==> src/rtl/assert_macros.svh <==
// assertion helpers shared by the rtl
// all of them sample on clk and are held off while arst_n is low
`ifndef ASSERT_MACROS_SVH
`define ASSERT_MACROS_SVH

// property that must hold on every clock edge
`define ASSERT_ALWAYS(lbl, expr, msg) \
	lbl: assert property (@(posedge clk) disable iff (!arst_n) (expr)) else $error(msg);

// condition in this cycle implies a consequence in the same cycle
`define ASSERT_IMPL(lbl, pre, post, msg) \
	lbl: assert property (@(posedge clk) disable iff (!arst_n) (pre) |-> (post)) else $error(msg);

// condition in this cycle implies a consequence in the next cycle
`define ASSERT_NEXT(lbl, pre, post, msg) \
	lbl: assert property (@(posedge clk) disable iff (!arst_n) (pre) |=> (post)) else $error(msg);

`endif

==> src/rtl/dksht_pkg.sv <==
`timescale 1ns / 1ps
// ----------------------------------------------------------------------------
// dksht_pkg
// types and constants of the dual key session hash table
// ----------------------------------------------------------------------------
package dksht_pkg;

	// default sizes
	localparam int DEF_MAX_SESSIONS = 256;
	localparam int DEF_INDEX_SLOTS  = 1024;

	// mixing function constants
	localparam logic [31:0] MIX_MUL     = 32'h5bd1e995;
	localparam int          MIX_SHIFT_A = 13;
	localparam int          MIX_SHIFT_B = 15;

	// descriptor value left in a removed slot
	localparam logic [15:0] DESC_TOMB = 16'hffff;

	// slot memory word: active, ip, port, descriptor
	localparam int SLOT_W = 1 + 32 + 16 + 16;

	typedef enum logic [1:0] {
		MODE_INSERT    = 2'd0,
		MODE_FIND_ADDR = 2'd1,
		MODE_FIND_DESC = 2'd2,
		MODE_REMOVE    = 2'd3
	} mode_t;

	typedef enum logic [1:0] {
		STATUS_OK       = 2'd0,
		STATUS_NOTFOUND = 2'd1,
		STATUS_FULL     = 2'd2,
		STATUS_INACTIVE = 2'd3
	} status_t;

	typedef struct packed {
		mode_t       mode;
		logic [31:0] client_ip;
		logic [15:0] client_port;
		logic [15:0] relay_descriptor;
		logic [7:0]  slot_number;
	} req_t;

	typedef struct packed {
		status_t     status;
		logic [7:0]  result_slot;
		logic [31:0] found_ip;
		logic [15:0] found_port;
		logic [15:0] found_descriptor;
	} rsp_t;

	typedef enum logic [4:0] {
		ST_INIT,
		ST_IDLE,
		ST_MIX0,
		ST_MIX1,
		ST_MIX2,
		ST_SCAN_RD,
		ST_SCAN_CHK,
		ST_PUT_RD,
		ST_PUT_CHK,
		ST_FIND_RD,
		ST_FIND_IDX,
		ST_FIND_SLOT,
		ST_RM_RD,
		ST_RM_CHK,
		ST_ICLR,
		ST_RB_RD,
		ST_RB_CHK,
		ST_DONE
	} state_t;

endpackage

==> src/rtl/dksht_mix.sv <==
`timescale 1ns / 1ps
// ----------------------------------------------------------------------------
// dksht_mix
// two stage pipelined murmur style 32-bit mix, hash folded from the second register
// ----------------------------------------------------------------------------
module dksht_mix (
	input  logic        clk,
	input  logic [31:0] key,
	output logic [31:0] hash
);

	logic [31:0] mix_s1;
	logic [31:0] mix_s2;
	logic [31:0] prod;

	// multiply by the mixing constant, low word kept
	assign prod = mix_s1 * dksht_pkg::MIX_MUL;

	always_ff @(posedge clk) begin
		mix_s1 <= key ^ (key >> dksht_pkg::MIX_SHIFT_A);
		mix_s2 <= prod;
	end

	// final fold
	assign hash = mix_s2 ^ (mix_s2 >> dksht_pkg::MIX_SHIFT_B);

endmodule

==> config.mk <==
export PLATFORM = sky130hd
export DESIGN_NAME = dksht_mix
export DESIGN_NICKNAME = d
export VERILOG_FILES = /design/src/rtl/assert_macros.svh /design/src/rtl/dksht_pkg.sv /design/src/rtl/dksht_mix.sv
export SDC_FILE = /design/constraint.sdc
export NUM_CORES = 1
export LEC_CHECK = 0
export BUFFER_PORTS_ARGS = -buffer_cell sky130_fd_sc_hd__buf_2
export CELL_PAD_IN_SITES_DETAIL_PLACEMENT = 1
export CELL_PAD_IN_SITES_GLOBAL_PLACEMENT = 2
export CORE_MARGIN = 2
export CORE_UTILIZATION = 45
export CTS_BUF_LIST = sky130_fd_sc_hd__clkbuf_16
export DETAILED_ROUTE_END_ITERATION = 8
export GPL_ROUTABILITY_DRIVEN = 0
export PLACE_DENSITY = 0.95
export RECOVER_POWER = 50
export SYNTH_ARGS = -nofsm -noshare
export SYNTH_HDL_FRONTEND = slang
export SYNTH_SLANG_ARGS = --single-unit
==> constraint.sdc <==
create_clock -name clk -period 14.8 [get_ports clk]
set_input_delay 1.48 -clock clk [delete_from_list [all_inputs] [get_ports clk]]
set_output_delay 1.48 -clock clk [all_outputs]
set_load 0.1 [all_outputs]
## Word-level counts from Yosys, hierarchy flattened

Cells that the tools add are included.

| word-level totals | value |
|---|---|
| input bits | 33 |
| register bits | 64 |
| output and inout bits | 32 |
| word-level logic and storage cells | 5 |

| cells by class | value |
|---|---|
| multipliers | 1 |
| bitwise logic cells | 2 |

Operators by type and width:

| operator | number |
|---|---|
| $mul A32 B31 Y32 const B | 1 |
| $xor A32 B17 Y32 | 1 |
| $xor A32 B19 Y32 | 1 |

## Depth between registers and ports, before layout

| depth | value |
|---|---|
| depth after elaboration | 1 |
| mapped depth | 25 |
| depth with buffers taken out | 25 |

## Least setup slack after synthesis

Ideal clock, no wire load.

| path | value |
|---|---|
| path type | register to register |
| start point | register mix_s1[8] |
| end point | register mix_s2[30] |
| clock period less this slack | 6.262 ns |
| arrival | 6.140 ns |
| buffers on the path | 0 |
| path slack | 8.538 ns |
| setup time | 0.122 ns |
| data required time | 14.678 ns |
| cell stages (with the launch flop) | 26 |
| cells stage by stage | dfxtp_1 > inv_1 > fa_1 > inv_1 > ha_1 > inv_1 > fa_1 > inv_1 > fa_1 > inv_1 > fa_1 > inv_1 > fa_1 > fa_1 > inv_1 > fa_1 > inv_1 > ha_1 > and3_1 > nand3_1 > inv_1 > a32oi_1 > nand2_1 > o41ai_4 > nor3_1 > a311o_1 |

| on the way | value |
|---|---|
| cells in the longest elaborated chain, start to end | 1 |

Ends and longest elaborated chain:

| element | line | text |
|---|---|---|
| start, declared | dksht_mix.sv:12 | `logic [31:0] mix_s1;` |
| start signal, assigned | dksht_mix.sv:20 | `mix_s1 <= key ^ (key >> dksht_pkg::MIX_SHIFT_A);` |
| $mul A32 B31 Y32 | dksht_mix.sv:17 | `assign prod = mix_s1 * dksht_pkg::MIX_MUL;` |
| via prod[30] | dksht_mix.sv:14 | `logic [31:0] prod;` |
| end signal, assigned | dksht_mix.sv:21 | `mix_s2 <= prod;` |
| end, declared | dksht_mix.sv:13 | `logic [31:0] mix_s2;` |

The timed path passes the listed nets, and every way through them passes these cells.

## Worst setup path after layout

| path | value |
|---|---|
| start point | register mix_s1[10] |
| end point | register mix_s2[30] |

The elaborated chain is that of the path after synthesis.

==> out/results.ini <==
[status]
status=completed

[yosys]
synth.largest_area_cell=sky130_fd_sc_hd__fa_1
synth_top_cell_area_share=0.339
top_flip_flop_cell_by_instance_count_after_synthesis=sky130_fd_sc_hd__dfxtp_1
async_reset_ff_frac=0
yosys.cell_types.count=41
synth_sequential_area_ratio=0.120
synth.ff_latch_count=64
yosys-top-cells-count=sky130_fd_sc_hd__inv_1, sky130_fd_sc_hd__ha_1, sky130_fd_sc_hd__fa_1, sky130_fd_sc_hd__dfxtp_1, sky130_fd_sc_hd__xor2_1
ys_warn_count=0
mappedNetlistArea_mm2=0.0107
netlist_instances=1056
count_of_flip_flops_with_a_built_in_enable_after_synthesis=0
synthesis.nets=1486
netlist_top_cells_area=sky130_fd_sc_hd__fa_1, sky130_fd_sc_hd__ha_1, sky130_fd_sc_hd__inv_1
post_synth.cell_area_avg_um2=10.1
synthMostInstantiatedCell=sky130_fd_sc_hd__inv_1

[timing]
slew_headroom=0.110
max_clock_freq_mhz=139
timing.hold.ws_ns=0.707
finalSetupViolations=0
rsz0062_at_grt=no
report.final.slew_viol_count=0
transition_time_of_the_tightest_slew_check_pin_ns=1.34
clock_skew_ns=0.0129
final_hold_viol_count=0
finalWorstSetupSlack_ns=7.63
timing.setup.tns_ns=0
layout_worst_path_cycle_share=0.485
period_minus_slack_ns=7.17

[grt]
grt.overflow.total=0
groute.layer.met2.usage=0.453
antenna_found_initial=0
vias_in_the_first_global_route=8692
gr-max-usage-layer=met2
groute.layer.met3.usage=0.0279
grt_start_max_net_pins=14
globalRouteTotalUtil=0.251
grt_pass1_wl_um=45700
globalRouteMet1Util=0.291

[clocking]
worst_skew_pair.late_latency_ns=0.36
post_cts.resized_instances=0
clock_tree.root_cell=sky130_fd_sc_hd__clkbuf_16
clock_path_buffers=2
clkTransAtPathRegs_ns=0.07
cts_post_setup_buffers_inserted=0
clock_sink_count=64
postCtsHoldBufs=0
cts_max_level=3
numCtsBuffers=9
cts_tree=yes

[routing]
finalWirelength_um=28900
post-route-drc-count=0
routed-via-count=7113
wire_per_inst_um=20.1
number_of_routed_nets_with_antenna_violations=0
drt_first_pass_iters=4
drt_iter0_drc=208
post_drt_via_cell_ratio=4.94

[setup_path]
slowest_delay_ns=0.93
setup.worst_path.end_class=register
cpMostUsedCell=sky130_fd_sc_hd__inv_1
arrival_ns=7.41
crit_path_start_kind=register
critical_path_class=reg2reg
worstPathMaxFanout=11
crit_slowest_cell=sky130_fd_sc_hd__dfxtp_1
cp_data_required_time_ns=15.03

[final_layout]
layout-drive-gt1-share=0.0535
fillerInstances=2714
nNetsFinal=1546
antenna-diode-count=0
syn_to_final_growth_pct=8.11

[hold_path]
timing.hold.worst.class=reg2reg

[die]
pin_count=65
core_area_mm2=0.0234
initial_utilization=0.456
dieArea_mm2=0.0250
row_count=56
die_x_um=158
dieHeight_um=158

[flow_run]
max_cap_violations=0

[placed_design]
detailed_place_hpwl_um=24300
io_buffer_count=64
dp_slack_ns=7.69

==> per-layer routing <==
layer	part of all wire	wire length [um]
met5	0	0
met4	0.058	1680
met3	0.027	790
met2	0.50	14500
met1	0.41	11900
==> placed cells by master, fill, tap and decap left out, drive strengths merged, types with 8 or more instances in the layout <==
| cell type | netlist | final |
|---|---|---|
| fa | 181 | 181 |
| ha | 216 | 216 |
| xor2 | 48 | 48 |
| o21ai | 14 | 14 |
| clkbuf | 1 | 40 |
| nor2 | 8 | 8 |
| xnor2 | 47 | 47 |
| nand2 | 11 | 11 |
| a21oi | 21 | 21 |
| a21o | 13 | 13 |
| buf | 15 | 34 |
| inv | 372 | 373 |
| dfxtp | 64 | 64 |
==> sequential cells by signal, summed over array words and instances, names as in the netlist <==
register and flops:
mix_s1 32, mix_s2 32
==> worst max-delay path, delay by kind of cell, from the launching register on <==
family | cells | cell delay, ns
buffers and inverters | 9 | 0.59
AO/OA/AOI/OAI | 3 | 0.84
adder cells (fa/ha/maj) | 9 | 4.12
flip-flops | 1 | 0.93
AND/OR/NAND/NOR | 4 | 0.55
==> logic make-up after synthesis <==
kind of cell             synth area share
adder cells (fa/ha/maj)             0.593
flip-flops                          0.120
XOR/XNOR                           0.0779
AO/OA/AOI/OAI                      0.0490
AND/OR/NAND/NOR                    0.0189
buffers and inverters               0.142
==> cell type report <==
class / count / area (um2) / area share
tap: 319 / 399 / 0.0346
clock buffer: 9 / 225 / 0.0195
timing repair buffer: 65 / 287 / 0.0248
multi-input combinational: 604 / 7880 / 0.683
inverter: 372 / 1400 / 0.121
sequential: 64 / 1280 / 0.111
clock inverter: 7 / 71.3 / 0.00618
==> final timing paths <==
path                                          from                 end  slack (ns)  cells after the start
worst max-delay path            mix_s1[10]$_DFF_P_  mix_s2[30]$_DFF_P_        7.63                     25
worst min-delay path             mix_s1[1]$_DFF_P_   mix_s2[1]$_DFF_P_        0.71                      0
worst max register to register  mix_s1[10]$_DFF_P_  mix_s2[30]$_DFF_P_        7.63                     25
worst min register to register   mix_s1[1]$_DFF_P_   mix_s2[1]$_DFF_P_        0.71                      0
==> metrics by stage <==
step	std cells	instance area, um2	util
final	1440	11500	0.493
after global routing	1440	11500	0.493
after CTS	1440	11600	0.495
after detailed placement	1424	11300	0.482
after global placement	1424	11300	0.482
after floorplan	1056	10700	-
Power is not shown: default switching activity piles up to over one toggle a cycle in this logic, so the estimate is an artifact.
