`src/rtl/assert_macros.svh`:
```
// assertion helpers shared by the rtl
// all of them sample on clk and are held off while arst_n is low
`ifndef ASSERT_MACROS_SVH
`define ASSERT_MACROS_SVH

// property that must hold on every clock edge
`define ASSERT_ALWAYS(lbl, expr, msg) \
	lbl: assert property (@(posedge clk) disable iff (!arst_n) (expr)) else $error(msg);

// condition in this cycle implies a consequence in the same cycle
`define ASSERT_IMPL(lbl, pre, post, msg) \
	lbl: assert property (@(posedge clk) disable iff (!arst_n) (pre) |-> (post)) else $error(msg);

// condition in this cycle implies a consequence in the next cycle
`define ASSERT_NEXT(lbl, pre, post, msg) \
	lbl: assert property (@(posedge clk) disable iff (!arst_n) (pre) |=> (post)) else $error(msg);

`endif

```
`src/rtl/dksht_ram.sv`:
```
`timescale 1ns / 1ps
// ----------------------------------------------------------------------------
// dksht_ram
// generic single write, single read ram with registered read data
// ----------------------------------------------------------------------------
module dksht_ram #(
	parameter int WIDTH = 8,
	parameter int DEPTH = 16,
	parameter int AW    = (DEPTH > 1) ? $clog2(DEPTH) : 1
) (
	input  logic             clk,
	input  logic             we,
	input  logic [AW-1:0]    waddr,
	input  logic [WIDTH-1:0] wdata,
	input  logic [AW-1:0]    raddr,
	output logic [WIDTH-1:0] rdata
);

	logic [WIDTH-1:0] mem [DEPTH];

	// write port and registered read port
	always_ff @(posedge clk) begin
		if (we) begin
			mem[waddr] <= wdata;
		end
		rdata <= mem[raddr];
	end

endmodule

```
`config.mk`:
```
export PLATFORM = sky130hd
export DESIGN_NAME = dksht_ram
export DESIGN_NICKNAME = d
export VERILOG_FILES = /design/src/rtl/assert_macros.svh /design/src/rtl/dksht_ram.sv
export SDC_FILE = /design/constraint.sdc
export NUM_CORES = 1
export LEC_CHECK = 0
export BUFFER_PORTS_ARGS = -buffer_cell sky130_fd_sc_hd__buf_2
export CORE_ASPECT_RATIO = 1.4
export CORE_MARGIN = 2
export CORE_UTILIZATION = 48
export CTS_CLUSTER_SIZE = 24
export DETAILED_ROUTE_END_ITERATION = 8
export PLACE_DENSITY_LB_ADDON = 0.2
export SLEW_MARGIN = 20
export SYNTH_ARGS = -nofsm -noshare
export SYNTH_HDL_FRONTEND = slang
export SYNTH_SLANG_ARGS = --single-unit
```
`constraint.sdc`:
```
create_clock -name clk -period 2.7 [get_ports clk]
set_clock_uncertainty 0.15 [all_clocks]
set_input_delay 0.54 -clock clk [delete_from_list [all_inputs] [get_ports clk]]
set_output_delay 0.54 -clock clk [all_outputs]
set_load 0.02 [all_outputs]
```
* Word level (Yosys, flattened, before mapping)
Memory sizes are Yosys's and may differ from the RTL's. A register that Yosys moved wholly into a read port is not among the register bits. Index checks and enable logic that the tools add are counted.
Word-level totals: RAM bits 128, output and inout bits 8, register bits after elaboration 0, memories 1, input bits 18, logic and storage cells 3
Memories:
- mem | words 16, width 8, rd ports 1, clocked after Yosys merged registers in 1, write ports 1, RTL line dksht_ram.sv:19 | logic [WIDTH-1:0] mem [DEPTH];
Cells by class: muxes and demuxes 2
Operators by type and width (number):
- $mux W1 | 2

* Longest topological paths before layout
Gate-level depths: netlist of run 1.
word-level depth 2, mapped depth 5, depth with buffers taken out 3

* Worst setup path after synthesis of run 1
No wires, ideal clock.
kind input port to flip-flop, start point input port waddr[2], end point memory mem[0][0] (enable), arrival time 1.650 ns, cell stages on the path 2, required time 2.167 ns, path slack 0.517 ns, library setup time 0.383 ns, buffers on the path 0, cells stage by stage or3b_2 > nor3_1
RTL lines:
- start: declaration | RTL line dksht_ram.sv:13 | input logic [AW-1:0] waddr,
- end: declaration | RTL line dksht_ram.sv:19
No word-level cell before the write port.

==> results of run 1 <==
-- state kept, by name (all words and copies together), names as in the netlist --
register and flops:
mem 128, rdata 8
-- per-stage QoR --
step / std cells / utilization [%] / total power, W / setup slack (ps)
after floorplan: 229 / - / 0.00255 / 517
after global placement: 401 / 53.1 / 0.00265 / 488
after detailed placement: 401 / 53.1 / 0.00265 / 522
after CTS: 433 / 59.9 / 0.00536 / 946
after global routing: 433 / 59.9 / 0.00548 / 845
final: 433 / 59.9 / 0.00532 / 947
-- per-layer routing --
layer	wire (um)	part of all wire, %	up-vias
met4	226	2.4	0
met5	0	0	-
met2	4890	52	64
li1	-	-	1083
met3	344	3.6	18
met1	4010	42	1249
-- critical path: stages --
cell and delay [ps]:
buf_2 100, buf_12 250, mux4_1 580, a22oi_1 270, nand2_1 130
-- cell usage after synthesis --
cell type,number,area (um2)
buf_4,1,7.51
and2b_1,1,7.51
nor2_1,13,48.8
mux4_2,18,405
or3b_2,1,8.76
nand3_1,1,5.00
nand2_1,9,33.8
dfxtp_1,8,160
nor2b_1,1,6.26
and2_1,1,6.26
edfxtp_1,128,3840
a22oi_1,16,120
buf_6,3,33.8
nor3_1,4,20.0
nand2b_1,2,12.5
mux4_1,14,368
nand3b_1,2,15.0
clkdlybuf4s25_2,3,30.0
buf_2,3,15.0
-- placed cells by master, fill, tap and decap left out --
cell type     n
a22oi_1      16
and2_1        1
and2b_1       1
buf_12        2
buf_2        25
buf_4        17
bufinv_16     8
clkbuf_1      1
clkbuf_16    17
clkinv_1      2
clkinv_2      1
clkinv_4      1
clkinvlp_4    2
dfxtp_1       8
edfxtp_1    128
mux4_1       14
mux4_2       18
nand2_1       9
nand2b_1      2
nand3_1       1
nand3b_1      2
nor2_1       13
nor2b_1       1
nor3_1        4
or3b_2        1
-- cells by family after synthesis --
group / count (synthesis)
flops: 136
buf+inv: 10
compound gates: 16
simple gates: 35
mux: 32
-- cell type report --
class	instances	area share, %
clock inverters	14	4.44
clock buffers	18	6.89
multi-input cells	83	17.0
well taps	138	2.77
repair buffers	44	4.70
flip-flops and latches	136	64.2
-- worst max path at each step --
| stage | endpoint | cells after the start | startpoint | slack (ps) |
|---|---|---|---|---|
| floorplan | mem[0][0]$_DFFE_PP_ | 2 | waddr[2] | 520 |
| global placement | rdata[0]$_DFF_P_ | 5 | raddr[0] | 490 |
| detailed placement | rdata[0]$_DFF_P_ | 5 | raddr[0] | 520 |
| CTS | rdata[0]$_DFF_P_ | 5 | raddr[0] | 950 |
| global route | rdata[0]$_DFF_P_ | 5 | raddr[0] | 850 |
| finish | rdata[0]$_DFF_P_ | 5 | raddr[0] | 950 |
-- power by group through the flow --
stage | Sequential, W | Clock (W) | Combinational [W]
floorplan | 0.00243 | 0 | 0.000120
global placement | 0.00242 | 0 | 0.000231
detailed placement | 0.00242 | 0 | 0.000233
CTS | 0.00238 | 0.00275 | 0.000234
global route | 0.00238 | 0.00285 | 0.000250
finish | 0.00237 | 0.00272 | 0.000229
==> flow_summary_export.csv, run 1 <==
group,metric,value,unit
synthesis,synth.distinct_cells,19,
pwr,pwr-share-clk,51.1,%
placement,placed_area,0.00553,mm2
cells_and_area,nFillCells,720,
route,drt-total-wl,9.47,mm
placement,io_buffer_count,25,
cts,post_cts_buffers,0,
floorplanning,die_h,127,um
global_route,top_usage_layer,"met2",
synthesis,synth_fp_nets,247,
cts,cts.reportedPaths.clkPinSlew,50,ps
critical_path,critPathLaunchType,"primary input",
synthesis,muxShareOfSynthArea,15.0,%
synthesis,synth_top_family_by_area,"multiplexers",
critical_path,crit_required,2820,ps
cts,root_buffer,"clkbuf_16",
sta,tightestPinTransition,769,ps
global_route,use_met1,23.7,%
critical_path,rrSetupSlack,1150,ps
cts,hold_buffers,0,
sta,hold_ws,367,ps
global_route,met3_usage,4.51,%
pwr,swShare,18.0,%
floorplanning,die_area,0.0116,mm2
cells_and_area,drive_gt1_share,31.2,%
worst_hold_path,holdPathEnd,"mem[9][1]$_DFFE_PP_",
pwr,p_switching,0.000956,W
synthesis,ys_seq_elements,136,
critical_path,ff2ff_path_depth,3,
cts,cts_buffers,17,
cts,htree_levels,4,
sta,finalCritPeriodShare,64.9,%
synthesis,synth_area,0.00515,mm2
synthesis,synth.avg_cell_area,22.5,um2
critical_path,path_max_fanout,32,
pwr,power_density,854,mW/mm2
sta,final-hold-violation-count,0,
cells_and_area,area_delta_synth_final,21.1,%
cts,clockBufferDepth,2,
synthesis,synthCells,229,
sta,max-slew-margin-rel,48.5,%
critical_path,crit_arrival,1880,ps
floorplanning,core_area,0.0104,mm2
global_route,grt_max_degree,33,
cts,cts-resized-gates,0,
synthesis,synthXorXnorAreaFrac,0,%
sta,final-setup-viol-count,0,
route,routedWlPerCell,21.9,um
sta,rsz0062_at_grt,"false",
cells_and_area,postLayoutCellArea,0.00623,mm2
pwr,vdd.ir_drop.worst,0.000458,V
synthesis,ys_seq_area_share,77.8,%
synthesis,ys_warn_count,0,
worst_hold_path,hold-path-cell-count,1,
critical_path,cp-end-kind,"register",
pwr,p_int,0.00437,W
cells_and_area,insertedDiodeCount,0,
route,drtIter0Drc,170,
pwr,pwr-share-comb,4.3,%
pwr,p_leak,2.14,nW
global_route,antenna_found_initial,0,
global_route,grt_pass1_wl,14.8,mm
synthesis,synth_compound_area_share,2.33,%
route,ant_nets,0,
sta,fin_crit,1750,ps
route,via_per_inst,5.58,
placement,hpwl,6.01,mm
sta,setup_tns,0,ps
global_route,overflow,0,
cells_and_area,regArea,0.00400,mm2
synthesis,synth_fa_ha_area_share,0,%
critical_path,r2r-start,"mem[1][0]$_DFFE_PP_",
critical_path,critical_path_class,"in2reg",
cells_and_area,nNetsFinal,300,
route,first_pass_iters,4,
sta,max_freq,571,MHz
worst_hold_path,hold_path_class,"in2reg",
global_route,grt_usage,18.1,%
cts,cts_tree,"yes",
pwr,seqPwrFrac,44.6,%
floorplanning,fp-row-count,44,
global_route,grt_pass1_vias,2461,
placement,gp_congestion,0.731,
global_route,gr-usage-met2,28.9,%
cts,clock-sinks,136,
sta,drv_slew,0,
worst_hold_path,min-delay-start,"wdata[1]",
cts,clk_latency,400,ps
critical_path,r2r-end,"rdata[0]$_DFF_P_",
route,vias,2414,
status,status,"finished, final reports clean",
floorplanning,die_w,91.5,um
synthesis,synthSimpleGateAreaFrac,3.18,%
run,max_cap_viol_count,0,
route,drc,0,
floorplanning,io-pin-count,26,
cells_and_area,multi_input_area,0.00106,mm2
floorplanning,start_util,49.5,%
(Power assumes the default switching activity.)
==> run 2: changes to the inputs <==
==> constraint.sdc (replaced) <==
create_clock -name clk -period 1.5 [get_ports clk]
set_clock_uncertainty 0.15 [all_clocks]
set_input_delay 0.3 -clock clk [delete_from_list [all_inputs] [get_ports clk]]
set_output_delay 0.3 -clock clk [all_outputs]
set_load 0.02 [all_outputs]
==> run 2 against run 1 <==
Clock power is 59% higher. Global-route usage is 1.7 points higher. Wire length is 8.9% higher. First-iteration DRC count is 26% higher. Sequential power is 81% higher. Combinational power is 110% higher. Final cell count is 3.9% higher. Critical endpoint is now rdata[1]$_DFF_P_. Largest power group unchanged.
==> flow_summary_export.csv, run 2 (synthesized netlist as in run 1, its figures left out) <==
group,metric,value,unit
sta,rsz0062_at_grt,"true",
worst_hold_path,hold_path_class,"in2reg",
cts,cts.reportedPaths.clkPinSlew,60,ps
global_route,overflow,0,
cts,clk_latency,420,ps
critical_path,slowest_stage,"mux4_2",
floorplanning,die_w,91.5,um
floorplanning,io-pin-count,26,
critical_path,cp-end-kind,"register",
pwr,vdd.ir_drop.worst,0.000898,V
sta,tightestPinTransition,891,ps
cells_and_area,largest_reg_flops,128,
cts,cts_tree,"yes",
route,ant_nets,0,
floorplanning,core_area,0.0104,mm2
worst_hold_path,hold-path-cell-count,1,
cells_and_area,layout_commonest_cell,"edfxtp_1",
critical_path,critical_path_class,"reg2reg",
sta,fin_crit,1480,ps
critical_path,r2r-start,"mem[7][1]$_DFFE_PP_",
route,via_per_inst,5.55,
route,routedWlPerCell,22.9,um
pwr,power_density,1440,mW/mm2
run,max_cap_viol_count,0,
status,status,"finished, final reports clean",
cells_and_area,final_core_util,60.7,%
route,vias,2497,
critical_path,crit_arrival,1630,ps
placement,io_buffer_count,25,
critical_path,crit_path_start,"mem[7][1]$_DFFE_PP_",
critical_path,cp_top_family,"multiplexers",
floorplanning,die_area,0.0116,mm2
critical_path,critical_path.max_stage_delay,540,ps
route,drt-total-wl,10.3,mm
cells_and_area,reg.largest.list,"mem (128), rdata (8)",
placement,hpwl,6.83,mm
placement,gp_congestion,0.739,
cts,cts_buffers,17,
global_route,grt_max_degree,20,
sta,final-setup-viol-count,0,
pwr,p_leak,2.15,nW
critical_path,critPathLaunchType,"register",
cts,htree_levels,4,
worst_hold_path,min-delay-start,"wdata[3]",
sta,max-slew-margin-rel,40.4,%
global_route,grt_usage,19.8,%
cells_and_area,drive_gt1_share,41.7,%
cts,root_buffer,"clkbuf_16",
cts,clockBufferDepth,2,
sta,drv_slew,0,
floorplanning,die_h,127,um
critical_path,worst-path-stages,3,
sta,final-hold-violation-count,0,
global_route,antenna_found_initial,0,
cts,hold_buffers,0,
cells_and_area,insertedDiodeCount,0,
route,first_pass_iters,4,
sta,hold_ws,113,ps
cells_and_area,largest_register,"mem",
sta,finalCritPeriodShare,98.5,%
cells_and_area,nNetsFinal,317,
critical_path,worstPathCellList,"mux4_2, a22oi_2, nand2_1",
route,drc,0,
critical_path,path_max_fanout,1,
global_route,grt_pass1_vias,2716,
global_route,grt_pass1_wl,16.0,mm
route,drtIter0Drc,215,
critical_path,ff2ff_path_depth,3,
floorplanning,fp-row-count,44,
critical_path,crit_required,1650,ps
cts,clock-sinks,136,
cells_and_area,area_delta_synth_final,22.7,%
sta,max_freq,677,MHz
critical_path,path_buf_inv,0,
cells_and_area,mostFrequentLayoutCells,"128 x edfxtp_1, 31 x buf_4, 30 x mux4_2",
floorplanning,start_util,49.5,%
==> run 2: path summary, 6_finish.rpt <==
| check | end | slack (ps) |
|---|---|---|
| setup / recovery | rdata[1]$_DFF_P_ | 20 |
| hold / removal | mem[5][3]$_DFFE_PP_ | 110 |
| setup reg to reg | rdata[1]$_DFF_P_ | 20 |
| hold reg to reg | rdata[5]$_DFF_P_ | 540 |
==> run 2: routing by layer <==
metal  share of wire (%)  vias up  GRT usage, %  wire length [um]
met5                   0        -             0                 0
met4                 2.9        0          9.63               299
met3                 4.6       22          6.35               472
met2                  54       66          33.1              5540
met1                  39     1309          23.1              4000
li1                    -     1100             -                 -
==> run 2: timing repair <==
action	in CTS	in global routing
endpoints found under the setup margin	2	1
gates resized for setup	2	1
buffers inserted	0	0
pin swaps	0	1
==> run 2: layout make-up <==
type / instances / area [um2]
Fill cell: 732 / 4090
Sequential cell: 136 / 4000
Timing Repair Buffer: 61 / 458
Tap cell: 138 / 173
Clock buffer: 20 / 447
Multi-Input combinational cell: 83 / 1060
Clock inverter: 12 / 176
==> run 2: per-stage QoR <==
stage / setup slack, ps / TNS, ps / std cells / cell area, um2 / total power [W]
CTS: 29.8 / 0 / 450 / 6320 / 0.00914
global placement: -394 / -11080 / 418 / 5690 / 0.00482
floorplan: -53.0 / -530 / 229 / 5180 / 0.00462
global route: -12.1 / -12.1 / 450 / 6320 / 0.00931
finish: 22.7 / 0 / 450 / 6320 / 0.00907
detailed placement: -416 / -11960 / 418 / 5690 / 0.00483
==> run 2: report_power, final <==
| group | total (W) | internal [W] | switching (W) | leakage, nW |
|---|---|---|---|---|
| logic | 0.000471 | 0.000206 | 0.000265 | 0.638 |
| registers | 0.00428 | 0.00425 | 0.0000266 | 1.22 |
| clock network | 0.00433 | 0.00282 | 0.00151 | 0.290 |
| total | 0.00907 | 0.00727 | 0.00180 | 2.15 |
